File: config.mk
export PLATFORM = sky130hd
export DESIGN_NAME = json_string_unescaper_unit_flat
export DESIGN_NICKNAME = d
export VERILOG_FILES = /design/src/rtl/jsu_pkg.sv /design/src/rtl/jsu_text_if.sv /design/src/rtl/jsu_result_if.sv /design/src/rtl/jsu_decoder.sv /design/src/rtl/jsu_sequencer.sv /design/src/rtl/json_string_unescaper_unit.sv /design/src/flat_wrapper.sv
export VERILOG_INCLUDE_DIRS = /design/src /design/src/rtl
export SDC_FILE = /design/constraint.sdc
export NUM_CORES = 1
export LEC_CHECK = 0
export ABC_CLOCK_PERIOD_IN_PS = 5100
export BUFFER_PORTS_ARGS = -buffer_cell sky130_fd_sc_hd__buf_4
export CORE_MARGIN = 1.5
export CORE_UTILIZATION = 60
export CTS_BUF_LIST = sky130_fd_sc_hd__clkbuf_8
export DETAILED_ROUTE_END_ITERATION = 6
export PLACE_DENSITY = 0.88
export SLEW_MARGIN = 40
export SYNTH_ARGS = -nofsm -noshare
export SYNTH_HDL_FRONTEND = slang
export SYNTH_HIERARCHICAL = 1
export SYNTH_SLANG_ARGS = --single-unit
File: constraint.sdc
create_clock -name clk -period 5.1 [get_ports clk]
set_input_delay 0.255 -clock clk [delete_from_list [all_inputs] [get_ports clk]]
set_output_delay 0.255 -clock clk [all_outputs]
set_load 0.02 [all_outputs]
File: src/rtl/json_string_unescaper_unit_macros.svh
// Assertion macros shared by the string unescaper modules.
// Users must have clk and arst_n in scope.
`ifndef JSON_STRING_UNESCAPER_UNIT_MACROS_SVH
`define JSON_STRING_UNESCAPER_UNIT_MACROS_SVH

// Implication checked in the same cycle.
`define JSU_ASSERT_IMPL(label, ante, cons, msg) \
	label: assert property (@(posedge clk) disable iff (!arst_n) (ante) |-> (cons)) \
		else $error(msg);

// Implication checked in the following cycle.
`define JSU_ASSERT_NEXT(label, ante, cons, msg) \
	label: assert property (@(posedge clk) disable iff (!arst_n) (ante) |=> (cons)) \
		else $error(msg);

`endif

File: src/rtl/jsu_pkg.sv
`timescale 1ns / 1ps
// Types and fixed sizes shared by the string unescaper modules.
// No dependencies.
package jsu_pkg;

	localparam int ByteW       = 8;
	localparam int ResultSlots = 4;
	localparam int CountW      = 3;
	localparam int SlotIdxW    = 2;

	typedef struct packed {
		logic [ByteW-1:0] data_byte;
		logic             byte_valid;
		logic             string_done;
		logic             syntax_error;
	} result_t;

	// All results caused by one text item, in delivery order.
	typedef struct packed {
		result_t [ResultSlots-1:0] res;
		logic [CountW-1:0]         count;
	} bundle_t;

endpackage

File: src/rtl/jsu_text_if.sv
`timescale 1ns / 1ps
// Text byte channel: valid/ready handshake with the raw JSON byte.
// Depends on jsu_pkg.
interface jsu_text_if;
	import jsu_pkg::*;

	logic             valid;
	logic             ready;
	logic [ByteW-1:0] text_byte;
	logic             text_ends;

	modport source (output valid, text_byte, text_ends, input ready);
	modport sink (input valid, text_byte, text_ends, output ready);
endinterface

File: src/rtl/jsu_result_if.sv
`timescale 1ns / 1ps
// Result channel: valid/ready handshake with one decoded result.
// Depends on jsu_pkg.
interface jsu_result_if;
	import jsu_pkg::*;

	logic             valid;
	logic             ready;
	logic [ByteW-1:0] data_byte;
	logic             byte_valid;
	logic             string_done;
	logic             syntax_error;

	modport source (output valid, data_byte, byte_valid, string_done, syntax_error,
		input ready);
	modport sink (input valid, data_byte, byte_valid, string_done, syntax_error,
		output ready);
endinterface

File: src/rtl/jsu_decoder.sv
`timescale 1ns / 1ps
// Input register, parser state and the single-pass decode of one text byte
// into a bundle of up to four results. Depends on jsu_pkg, jsu_text_if, the macro file.
`include "json_string_unescaper_unit_macros.svh"

module jsu_decoder (
	input  logic             clk,
	input  logic             arst_n,
	jsu_text_if.sink         text,
	output jsu_pkg::bundle_t bundle,
	output logic             bundle_valid,
	input  logic             bundle_ready
);
	import jsu_pkg::*;

	typedef enum logic [1:0] {PH_IDLE, PH_STR, PH_ESC, PH_HEX} phase_t;

	localparam logic [7:0] ChQuote = 8'h22;
	localparam logic [7:0] ChBslash = 8'h5C;
	localparam logic [7:0] ChN = 8'h6E;
	localparam logic [7:0] ChR = 8'h72;
	localparam logic [7:0] ChT = 8'h74;
	localparam logic [7:0] ChB = 8'h62;
	localparam logic [7:0] ChF = 8'h66;
	localparam logic [7:0] ChU = 8'h75;
	localparam logic [7:0] Cont = 8'h80;
	localparam logic [7:0] Lead2 = 8'hC0;
	localparam logic [7:0] Lead3 = 8'hE0;
	localparam logic [7:0] Lead4 = 8'hF0;
	localparam logic [15:0] Lim1 = 16'h0080;
	localparam logic [15:0] Lim2 = 16'h0800;

	typedef struct packed {
		logic [CountW-1:0]  len;
		logic [2:0][7:0]    b;
	} enc_t;

	function automatic logic is_space(input logic [7:0] c);
		return (c == 8'h20) || (c >= 8'h09 && c <= 8'h0D);
	endfunction

	function automatic logic [3:0] hex_value(input logic [7:0] c);
		logic [3:0] v;
		v = 4'd0;
		if (c >= 8'h30 && c <= 8'h39) v = 4'(c - 8'h30);
		else if (c >= 8'h61 && c <= 8'h66) v = 4'(c - 8'h57);
		else if (c >= 8'h41 && c <= 8'h46) v = 4'(c - 8'h37);
		return v;
	endfunction

	function automatic logic [1:0] lead_len(input logic [7:0] c);
		logic [1:0] n;
		n = 2'd0;
		if (c >= Lead4) n = 2'd3;
		else if (c >= Lead3) n = 2'd2;
		else if (c >= Lead2) n = 2'd1;
		return n;
	endfunction

	// UTF-8 encoding of a 16-bit code point; the low six bits of each
	// continuation byte come straight from the code.
	function automatic enc_t encode(input logic [15:0] cp);
		enc_t e;
		e = '0;
		if (cp < Lim1) begin
			e.len  = CountW'(1);
			e.b[0] = cp[7:0];
		end else if (cp < Lim2) begin
			e.len  = CountW'(2);
			e.b[0] = Lead2 | {3'b000, cp[10:6]};
			e.b[1] = Cont | {2'b00, cp[5:0]};
		end else begin
			e.len  = CountW'(3);
			e.b[0] = Lead3 | {4'b0000, cp[15:12]};
			e.b[1] = Cont | {2'b00, cp[11:6]};
			e.b[2] = Cont | {2'b00, cp[5:0]};
		end
		return e;
	endfunction

	logic             valid_s1;
	logic [7:0]       byte_s1;
	logic             ends_s1;
	phase_t           phase_q, phase_d;
	logic [1:0]       raw_q, raw_d;
	logic [1:0]       hex_q, hex_d;
	logic [15:0]      code_q, code_d, code_shift;
	logic             step;
	logic [CountW-1:0] byte_cnt;
	logic [3:0][7:0]  bytes;
	logic             tail, tail_err, enc_en;
	logic [15:0]      enc_cp;
	enc_t             enc;

	assign step         = valid_s1 && bundle_ready;
	assign text.ready   = !valid_s1 || bundle_ready;
	assign bundle_valid = valid_s1;
	assign code_shift   = {code_q[11:0], hex_value(byte_s1)};

	always_comb begin
		phase_d  = phase_q;
		raw_d    = raw_q;
		hex_d    = hex_q;
		code_d   = code_q;
		byte_cnt = '0;
		bytes    = '0;
		tail     = 1'b0;
		tail_err = 1'b0;
		enc_en   = 1'b0;
		enc_cp   = code_q;
		unique case (phase_q)
			PH_IDLE: begin
				if (byte_s1 == ChQuote) begin
					phase_d = PH_STR;
					raw_d   = 2'd0;
				end else if (!is_space(byte_s1) || ends_s1) begin
					tail     = 1'b1;
					tail_err = 1'b1;
				end
			end
			PH_STR: begin
				if (raw_q != 2'd0) begin
					raw_d    = raw_q - 2'd1;
					byte_cnt = CountW'(1);
					bytes[0] = byte_s1;
				end else if (byte_s1 == ChQuote) begin
					tail    = 1'b1;
					phase_d = PH_IDLE;
				end else if (byte_s1 == ChBslash) begin
					phase_d = PH_ESC;
				end else begin
					raw_d    = lead_len(byte_s1);
					byte_cnt = CountW'(1);
					bytes[0] = byte_s1;
				end
			end
			PH_ESC: begin
				phase_d  = PH_STR;
				byte_cnt = CountW'(1);
				unique case (byte_s1)
					ChN: bytes[0] = 8'h0A;
					ChR: bytes[0] = 8'h0D;
					ChT: bytes[0] = 8'h09;
					ChB: bytes[0] = 8'h08;
					ChF: bytes[0] = 8'h0C;
					ChU: begin
						phase_d  = PH_HEX;
						hex_d    = 2'd0;
						code_d   = '0;
						byte_cnt = '0;
					end
					default: bytes[0] = byte_s1;
				endcase
			end
			PH_HEX: begin
				code_d = code_shift;
				hex_d  = hex_q + 2'd1;
				if (hex_q == 2'd3) begin
					enc_en  = 1'b1;
					enc_cp  = code_shift;
					phase_d = PH_STR;
					hex_d   = 2'd0;
					code_d  = '0;
				end
			end
			default: phase_d = PH_IDLE;
		endcase

		// End of text inside a string flushes any partial escape and closes it.
		if (ends_s1 && phase_d != PH_IDLE) begin
			if (phase_d == PH_HEX) begin
				enc_en = 1'b1;
				enc_cp = code_d;
			end
			tail    = 1'b1;
			phase_d = PH_IDLE;
			hex_d   = 2'd0;
			code_d  = '0;
			raw_d   = 2'd0;
		end

		enc = encode(enc_cp);
		if (enc_en) begin
			byte_cnt = enc.len;
			bytes    = {8'h00, enc.b};
		end
	end

	always_comb begin
		bundle.count = byte_cnt + CountW'(tail);
		for (int i = 0; i < ResultSlots; i++) begin
			if (CountW'(i) < byte_cnt) begin
				bundle.res[i] = '{data_byte: bytes[i], byte_valid: 1'b1,
					string_done: 1'b0, syntax_error: 1'b0};
			end else if (CountW'(i) == byte_cnt && tail) begin
				bundle.res[i] = '{data_byte: 8'h00, byte_valid: 1'b0,
					string_done: 1'b1, syntax_error: tail_err};
			end else begin
				bundle.res[i] = '0;
			end
		end
	end

	always_ff @(posedge clk or negedge arst_n) begin
		if (!arst_n) begin
			valid_s1 <= 1'b0;
			phase_q  <= PH_IDLE;
			raw_q    <= 2'd0;
			hex_q    <= 2'd0;
			code_q   <= '0;
		end else begin
			if (text.ready) valid_s1 <= text.valid;
			if (step) begin
				phase_q <= phase_d;
				raw_q   <= raw_d;
				hex_q   <= hex_d;
				code_q  <= code_d;
			end
		end
	end

	always_ff @(posedge clk) begin
		if (text.valid && text.ready) begin
			byte_s1 <= text.text_byte;
			ends_s1 <= text.text_ends;
		end
	end

	`JSU_ASSERT_IMPL(a_count_fits, bundle_valid, bundle.count <= CountW'(ResultSlots),
		"decoder produced more results than slots")
	`JSU_ASSERT_IMPL(a_error_alone, bundle_valid && bundle.res[0].syntax_error,
		bundle.count == CountW'(1), "error item must give exactly one result")
	`JSU_ASSERT_NEXT(a_end_idle, step && ends_s1, phase_q == PH_IDLE,
		"parser not idle after end of text")
	`JSU_ASSERT_IMPL(a_raw_in_string, raw_q != 2'd0, phase_q == PH_STR,
		"raw continuation count outside a string")
	`JSU_ASSERT_IMPL(a_hex_in_escape, hex_q != 2'd0, phase_q == PH_HEX,
		"hex digit count outside a unicode escape")

endmodule

File: src/rtl/jsu_sequencer.sv
`timescale 1ns / 1ps
// Result register holding one bundle and handing its results out one per
// output item. Depends on jsu_pkg, jsu_result_if and the macro file.
`include "json_string_unescaper_unit_macros.svh"

module jsu_sequencer (
	input  logic             clk,
	input  logic             arst_n,
	input  jsu_pkg::bundle_t bundle,
	input  logic             bundle_valid,
	output logic             bundle_ready,
	jsu_result_if.source     result
);
	import jsu_pkg::*;

	result_t [ResultSlots-1:0] res_q;
	logic [CountW-1:0]         rem_q;
	logic [SlotIdxW-1:0]       idx_q;
	logic                      take, last_take, load;
	logic [CountW-1:0]         span_chk;
	result_t                   cur;

	assign cur       = res_q[idx_q];
	assign take      = result.valid && result.ready;
	assign last_take = take && rem_q == CountW'(1);
	// A new bundle may land in the cycle the last result of the old one leaves.
	assign bundle_ready = rem_q == '0 || last_take;
	assign load         = bundle_valid && bundle_ready;
	assign span_chk     = CountW'(idx_q) + rem_q;

	assign result.valid        = rem_q != '0;
	assign result.data_byte    = cur.data_byte;
	assign result.byte_valid   = cur.byte_valid;
	assign result.string_done  = cur.string_done;
	assign result.syntax_error = cur.syntax_error;

	always_ff @(posedge clk or negedge arst_n) begin
		if (!arst_n) begin
			rem_q <= '0;
			idx_q <= '0;
		end else if (load) begin
			rem_q <= bundle.count;
			idx_q <= '0;
		end else if (take) begin
			rem_q <= rem_q - CountW'(1);
			idx_q <= idx_q + SlotIdxW'(1);
		end
	end

	always_ff @(posedge clk) begin
		if (load) res_q <= bundle.res;
	end

	`JSU_ASSERT_IMPL(a_span, result.valid, span_chk <= CountW'(ResultSlots),
		"result index runs past the bundle")
	`JSU_ASSERT_IMPL(a_done_last, result.valid && result.string_done, rem_q == CountW'(1),
		"string end is not the last result of its item")
	`JSU_ASSERT_IMPL(a_done_no_byte, result.valid && result.string_done, !result.byte_valid,
		"string end result carries a byte")
	`JSU_ASSERT_IMPL(a_no_overwrite, load && rem_q != '0, last_take,
		"bundle loaded over undelivered results")

endmodule

File: src/rtl/json_string_unescaper_unit.sv
`timescale 1ns / 1ps
// Top level of the JSON string unescaper: decoder followed by the result
// sequencer. Depends on jsu_pkg, jsu_text_if, jsu_result_if and both submodules.
//
// Channel   Direction   Carries
// text      in          text_byte, text_ends
// result    out         data_byte, byte_valid, string_done, syntax_error
//
// A text item is accepted every cycle while no result stalls and each item gives
// at most one result. An item giving k results (up to four, from a unicode
// escape) holds the result register until all k have left; that single result
// register sets the rate. Items pass the input register, then the result register.
// Reset puts the parser in the idle state with no item or result held.
// A stall on the result side backs up into the input register, then the text side.
module json_string_unescaper_unit (
	input  logic         clk,
	input  logic         arst_n,
	jsu_text_if.sink     text,
	jsu_result_if.source result
);
	import jsu_pkg::*;

	bundle_t bundle;
	logic    bundle_valid;
	logic    bundle_ready;

	jsu_decoder u_decoder (
		.clk          (clk),
		.arst_n       (arst_n),
		.text         (text),
		.bundle       (bundle),
		.bundle_valid (bundle_valid),
		.bundle_ready (bundle_ready)
	);

	jsu_sequencer u_sequencer (
		.clk          (clk),
		.arst_n       (arst_n),
		.bundle       (bundle),
		.bundle_valid (bundle_valid),
		.bundle_ready (bundle_ready),
		.result       (result)
	);

endmodule
File: src/flat_wrapper.sv
// flat-port wrapper written by rule: the top's interface ports become plain ports
module json_string_unescaper_unit_flat import jsu_pkg::*;
  (clk, arst_n, text_valid, text_text_byte, text_text_ends, text_ready, result_valid, result_data_byte, result_byte_valid, result_string_done, result_syntax_error, result_ready);
  jsu_text_if text_i ();
  jsu_result_if result_i ();
  input  logic clk;
  input  logic arst_n;
  input wire logic [$bits(text_i.valid)-1:0] text_valid;
  input wire logic [$bits(text_i.text_byte)-1:0] text_text_byte;
  input wire logic [$bits(text_i.text_ends)-1:0] text_text_ends;
  output wire logic [$bits(text_i.ready)-1:0] text_ready;
  output wire logic [$bits(result_i.valid)-1:0] result_valid;
  output wire logic [$bits(result_i.data_byte)-1:0] result_data_byte;
  output wire logic [$bits(result_i.byte_valid)-1:0] result_byte_valid;
  output wire logic [$bits(result_i.string_done)-1:0] result_string_done;
  output wire logic [$bits(result_i.syntax_error)-1:0] result_syntax_error;
  input wire logic [$bits(result_i.ready)-1:0] result_ready;
  assign text_i.valid = text_valid;
  assign text_i.text_byte = text_text_byte;
  assign text_i.text_ends = text_text_ends;
  assign text_ready = text_i.ready;
  assign result_valid = result_i.valid;
  assign result_data_byte = result_i.data_byte;
  assign result_byte_valid = result_i.byte_valid;
  assign result_string_done = result_i.string_done;
  assign result_syntax_error = result_i.syntax_error;
  assign result_i.ready = result_ready;
  json_string_unescaper_unit u_core (.clk(clk), .arst_n(arst_n), .text(text_i), .result(result_i));
endmodule
==> flow_metrics.tcl, run 1 <==
set metrics [dict create \
    max-cap-violations 0 \
    core_area_sq_um 7850 \
    rows 32 \
    reg2reg_to "u_core/u_sequencer/rem_q[1]$_DFFE_PN0P_" \
    wl_per_cell_microns 20.0 \
    htreeDepth 3 \
    clock-skew-final_ns 0.00819 \
    p_total_mw 2.79 \
    cts_setup_buffers 0 \
    die_w_microns 93.8 \
    worstMarginPinSlew_ns 0.771 \
    cp.arrival_ns 4.66 \
    grt_start_max_net_pins 47 \
    dpl.hpwl_microns 8110 \
    drt_iter0_markers 429 \
    cts_buffers 9 \
    holdPathEnd "u_core/u_decoder/byte_s1[5]$_DFFE_PP_" \
    multi_input_area_sq_um 2370 \
    synth_top_area_share_pct 32.2 \
    place_ws_ns 0.677 \
    yosysMostFrequentCell "edfxtp_1" \
    finalCritPeriodShare_pct 86.7 \
    synth_edf_count 53 \
    fill_cells 590 \
    post_route_cells_drive_above_1_share_pct 20.3 \
    hold_viol_final 0 \
    crit_required_ns 5.34 \
    initial_utilization_pct 63.0 \
    crit_top_cell "ha_1" \
    wirelength_microns 11500 \
    setup_viol 0 \
    final_core_util_pct 68.3 \
    ff_latch_area_sq_um 2290 \
    drv_slew 0 \
    grt_usage_pct 27.4 \
    async_flop_share_pct 34.6 \
    p_leak_nw 2.09 \
    fp.dieH_microns 93.8 \
    path_class "flop to flop" \
    tritoncts "built" \
    final_nets 496 \
    r2r_start "u_core/u_decoder/byte_s1[0]$_DFFE_PP_" \
    crit_chain "inv_1 > ha_1 > nand4bb_2 > or4_2 > o2111ai_1 > or3_1 > buf_4 > a2bb2oi_1 > o21bai_2 > and2_1 > ha_1 > ha_1 > nor4b_1 > a31oi_1" \
    place.gp.congestion 0.972 \
    r2r_slack_ns 0.68 \
    clk_pin_slew_ns 0.09 \
    synth.distinct_cells 88 \
    slew_headroom_pct 48.3 \
    post_cts_resized 0 \
    ys_top_cells_by_count "edfxtp_1, nand2_1, nor2_1, dfrtp_1, inv_1" \
    hold_path.class "input port to flop" \
    slowest_stage "or4_2" \
    cts_sinks 81 \
    drtAntennaViolNets 0 \
    grt-ovfl-total 0 \
    powerDensity_nw_per_um2 520 \
    setup_tns_ns 0 \
    die_area_sq_um 8800 \
    grt_pass1_vias 3555 \
    setup_ws_ns 0.681 \
    ys_ff_latch 81 \
    violations "DRC" \
    path_max_fanout 22 \
    yosys_most_used_dff "edfxtp_1" \
    area_delta_synth_final_pct 8.40 \
    clock_path_buffers 2 \
    diodes 0 \
    synthTopCellsByArea "edfxtp_1, dfrtp_1, mux4_2" \
    ir_drop_mv 0.270 \
    vias 3853 \
    holdPathStages 1 \
    dr.pass1.iters 7 \
    startpoint_type "flop" \
    hold_start "text_text_byte[5]" \
    rsz0062_at_grt "no" \
    portBuffers 25 \
    slowest_delay_ns 0.58 \
    timing.fmax_mhz 226 \
    vias_per_cell 6.70 \
    status "finished, violations left" \
    clk_latency_ns 0.36 \
    worstRegToRegCells 14 \
    synth_seq_area_share_pct 46.3 \
    antenna_found_initial 0 \
    syn_area_sq_um 4950 \
    ys.warnings.count 6 \
    clock-root-buffer "clkbuf_8" \
    netlist_instances 449 \
    crit_path_end_kind "flop" \
    synth_top_area_cell "edfxtp_1" \
    ios 26 \
    syn_area_per_cell_sq_um 11.0 \
    grt_pass1_wl_microns 18300 \
    drc 1 \
    post-route-min-period_ns 4.42 \
]
[worst max-delay path: cells and delay by family, from the launching register on]
| family | cells | cell delay (ns) |
|---|---|---|
| compound gates | 4 | 1.12 |
| fa+ha+maj | 3 | 0.67 |
| buf+inv | 2 | 0.42 |
| flops | 1 | 0.52 |
| simple gates | 5 | 1.56 |
[cell type report]
| cell class | instances | share of cell area (%) |
|---|---|---|
| tap | 102 | 2.38 |
| sequential | 81 | 42.7 |
| multi-input combinational | 321 | 44.2 |
| inverter | 23 | 1.61 |
| clock buffer | 9 | 2.31 |
| clock inverter | 7 | 2.22 |
| timing repair buffer | 32 | 4.53 |
[cell families (layout without fill, tap and decap cells)]
| kind of cell | after synthesis | in the layout | synth area share [%] |
|---|---|---|---|
| and+or+nand+nor | 141 | 141 | 14.7 |
| AOI/OAI and AO/OA | 134 | 134 | 20.9 |
| DFF | 81 | 81 | 46.3 |
| buffers and inverters | 57 | 71 | 7.03 |
| muxes | 19 | 19 | 7.03 |
| adders and majority gates | 15 | 15 | 3.79 |
| other | 1 | 11 | 0.0758 |
| xor gates and xnor gates | 1 | 1 | 0.177 |
[placed cells by master (no fill, tap or decap), types with 7 or more instances in the layout]
cell type	count
mux4_2	9
dfrtp_1	28
o22ai_1	11
nand3_1	8
clkbuf_8	9
ha_1	15
conb_1	11
nand2_1	41
buf_4	31
edfxtp_1	53
inv_1	22
a22oi_1	7
nor3_1	8
a21oi_1	18
nor2_1	37
o21ai_0	17
a22o_1	16
[metal layers]
metal	wire, microns	vias up	track usage [%]
met2	5450	230	42.7
met4	424	0	14.1
met5	0	-	0
met1	4800	1843	37.1
met3	838	37	4.53
li1	-	1743	-
[what timing repair did]
action,CTS,global route
endpoints found under the setup margin,0,0
hold buffers,1,0
endpoints found under the hold margin,28,0
[report_power, final]
part / leakage [nW] / internal, mW / switching (mW)
clock: 0.122 / 0.327 / 0.241
sequential: 0.884 / 0.948 / 0.145
combinational: 1.08 / 0.446 / 0.684
total: 2.09 / 1.72 / 1.07
[registers in the layout, summed over array words and instances, names as in the netlist]
name / count
u_core/u_decoder/raw_q: 2
u_core/u_decoder/byte_s1: 8
u_core/u_sequencer/idx_q: 2
u_core/u_decoder/phase_q: 2
u_core/u_sequencer/rem_q: 3
u_core/u_decoder/code_q: 16
u_core/u_decoder/hex_q: 2
u_core/u_decoder/bundle_valid: 1
u_core/u_decoder/ends_s1: 1
u_core/u_sequencer/res_q: 44
[metrics by stage]
step           cell area (sq um)  hold slack [ns]  cells
2_1_floorplan               4980          -0.0406    459
3_3_place_gp                5080            0.191    558
3_5_place_dp                5100            0.205    558
4_1_cts                     5350           0.0633    575
5_1_grt                     5360           0.0565    575
6_report                    5360           0.0710    575
[worst max path at each step]
stage / start / to / slack (ns) / cells past startpoint
finish: u_core/u_decoder/byte_s1[0]$_DFFE_PP_ / u_core/u_sequencer/rem_q[1]$_DFFE_PN0P_ / 0.68 / 14
global route: u_core/u_decoder/byte_s1[0]$_DFFE_PP_ / u_core/u_sequencer/rem_q[1]$_DFFE_PN0P_ / 0.32 / 14
CTS: u_core/u_decoder/byte_s1[0]$_DFFE_PP_ / u_core/u_sequencer/rem_q[1]$_DFFE_PN0P_ / 0.66 / 14
detailed placement: u_core/u_decoder/byte_s1[0]$_DFFE_PP_ / u_core/u_sequencer/rem_q[1]$_DFFE_PN0P_ / 0.68 / 14
global placement: u_core/u_decoder/byte_s1[0]$_DFFE_PP_ / u_core/u_sequencer/rem_q[1]$_DFFE_PN0P_ / 0.96 / 14
floorplan: u_core/u_decoder/phase_q[1]$_DFFE_PN0P_ / u_core/u_sequencer/rem_q[1]$_DFFE_PN0P_ / 1.45 / 15
No activity file was read; power rests on OpenSTA's default activity.
==> run 2: changes to the inputs <==
REMOVE_ABC_BUFFERS = 1   (was not set)
==> run 2 against run 1 <==
- sequential power hardly changed
- fmax is 4.1% higher
- highest routed layer unchanged
- sequential share of layout area is 0.48 points higher
- total power is 4.4% lower
- first-iteration DRC count is 4.9% lower
- combinational power hardly changed
- setup slack better by 0.17 ns
- worst hold slack worse by 0.0019 ns
- non-clock buffer count is 1 lower
- the flow now finishes without violations
- wire length is 2.7% lower
- flip-flop and latch count stayed put
- critical path depth stayed put
==> flow_metrics.tcl, run 2 (synthesis results as in run 1) <==
set metrics [dict create \
    ctsHoldBuffers 1 \
    drtAntennaViolNets 0 \
    status "finished, final reports clean" \
    clk_pin_slew_ns 0.08 \
    path_class "flop to flop" \
    path_max_fanout 11 \
    tritoncts "built" \
    cts_buffers 9 \
    final_common_cell "edfxtp_1" \
    fp.dieH_microns 93.8 \
    setup_tns_ns 0 \
    slowest_stage "or4_2" \
    setup_viol 0 \
    die_w_microns 93.8 \
    clk_latency_ns 0.36 \
    ff_latch_area_sq_um 2290 \
    ios 26 \
    drv_slew 0 \
    core_area_sq_um 7850 \
    clock_path_buffers 2 \
    post_route_cells_drive_above_1_share_pct 19.7 \
    crit_required_ns 5.34 \
    grt_start_max_net_pins 47 \
    dp.cells 557 \
    area_delta_synth_final_pct 7.18 \
    crit_path_end_kind "flop" \
    p_total_mw 2.67 \
    clock-skew-final_ns 0.00727 \
    hold_viol_final 0 \
    finalCritPeriodShare_pct 83.2 \
    cts_sinks 81 \
    ir_drop_mv 0.260 \
    place.gp.congestion 0.987 \
    cts_setup_buffers 0 \
    cp.arrival_ns 4.48 \
    portBuffers 25 \
    clock-root-buffer "clkbuf_8" \
    worstMarginPinSlew_ns 0.874 \
    die_area_sq_um 8800 \
    drt_iter0_markers 408 \
    antenna_found_initial 0 \
    reg_top3 "u_core/u_sequencer/res_q (44), u_core/u_decoder/code_q (16), u_core/u_decoder/byte_s1 (8)" \
    crit_top_cell "ha_1" \
    final_cell_mix "edfxtp_1, nand2_1, nor2_1" \
    rows 32 \
    startpoint_type "flop" \
    dr.pass1.iters 5 \
    max-cap-violations 0 \
    htreeDepth 3 \
    crit_chain "inv_1 > ha_1 > nand4bb_2 > or4_2 > o2111ai_1 > nor3_2 > nor3_1 > o21bai_1 > buf_4 > and2_1 > ha_1 > ha_1 > nor4b_1 > a31oi_1" \
    rsz0062_at_grt "no" \
    p_leak_nw 2.07 \
    multi_input_area_sq_um 2360 \
    initial_utilization_pct 63.0 \
    vias 3874 \
    grt_pass1_vias 3634 \
    final_nets 495 \
    powerDensity_nw_per_um2 503 \
    post-route-min-period_ns 4.25 \
    largest_register "u_core/u_sequencer/res_q" \
    slowest_delay_ns 0.57 \
    post_cts_resized 0 \
    fin_cells 574 \
    grt-ovfl-total 0 \
    grt_pass1_wl_microns 18100 \
    dpl.hpwl_microns 8120 \
    wl_per_cell_microns 19.5 \
    fill_cells 592 \
    wirelength_microns 11200 \
    largest_reg_flops 44 \
    hold_path.class "input port to flop" \
    vias_per_cell 6.75 \
    timing.fmax_mhz 236 \
    diodes 0 \
    slew_headroom_pct 41.0 \
    drc 0 \
    whs_ns 0.0690 \
    grt_usage_pct 27.3 \
]
-- run 2: worst paths after layout --
check                                                      startpoint                                 endpoint  slack, ns  cells after the start
min in group asynchronous                                      arst_n   u_core/u_decoder/code_q[6]$_DFFE_PN0P_       0.36                      2
max in group asynchronous                                      arst_n   u_core/u_decoder/code_q[1]$_DFFE_PN0P_       4.46                      2
worst min-delay path                                text_text_byte[0]    u_core/u_decoder/byte_s1[0]$_DFFE_PP_       0.07                      1
worst max-delay path            u_core/u_decoder/byte_s1[0]$_DFFE_PP_  u_core/u_sequencer/rem_q[1]$_DFFE_PN0P_       0.85                     14
worst min register to register  u_core/u_decoder/hex_q[1]$_DFFE_PN0P_    u_core/u_decoder/hex_q[1]$_DFFE_PN0P_       0.49                      2
worst max register to register  u_core/u_decoder/byte_s1[0]$_DFFE_PP_  u_core/u_sequencer/rem_q[1]$_DFFE_PN0P_       0.85                     14
-- run 2: cell type report --
class | instances | area share [%]
well taps | 102 | 2.41
flip-flops and latches | 81 | 43.2
inverters | 23 | 1.63
multi-input cells | 321 | 44.6
clock buffers | 10 | 2.60
repair buffers | 31 | 4.44
clock inverters | 6 | 1.13
-- run 2: through the flow --
stage / util [%] / area (sq um) / setup WS, ns
2_1_floorplan: - / 4720 / 1.01
3_3_place_gp: 64.7 / 5080 / 1.26
3_5_place_dp: 64.9 / 5090 / 1.00
4_1_cts: 67.6 / 5300 / 0.969
5_1_grt: 67.6 / 5300 / 0.636
6_report: 67.6 / 5300 / 0.855
-- run 2: critical path: cells and delay by family (launching register included) --
family,cells,cell delay [ns]
and+or+nand+nor,6,2.01
adders and majority gates,3,0.74
DFF,1,0.53
AOI/OAI and AO/OA,3,0.51
buffers and inverters,2,0.33
-- run 2: power by group --
part,switching (mW),internal [mW],total (mW)
clock network,0.223,0.237,0.460
logic,0.671,0.444,1.11
registers,0.146,0.948,1.09
-- run 2: per-layer routing --
metal  track usage [%]  vias up  wire length, microns
li1                  -     1743                     -
met1              36.4     1872                  4590
met2              43.5      215                  5380
met3              5.26       44                   863
met4              12.2        0                   362
met5                 0        -                     0
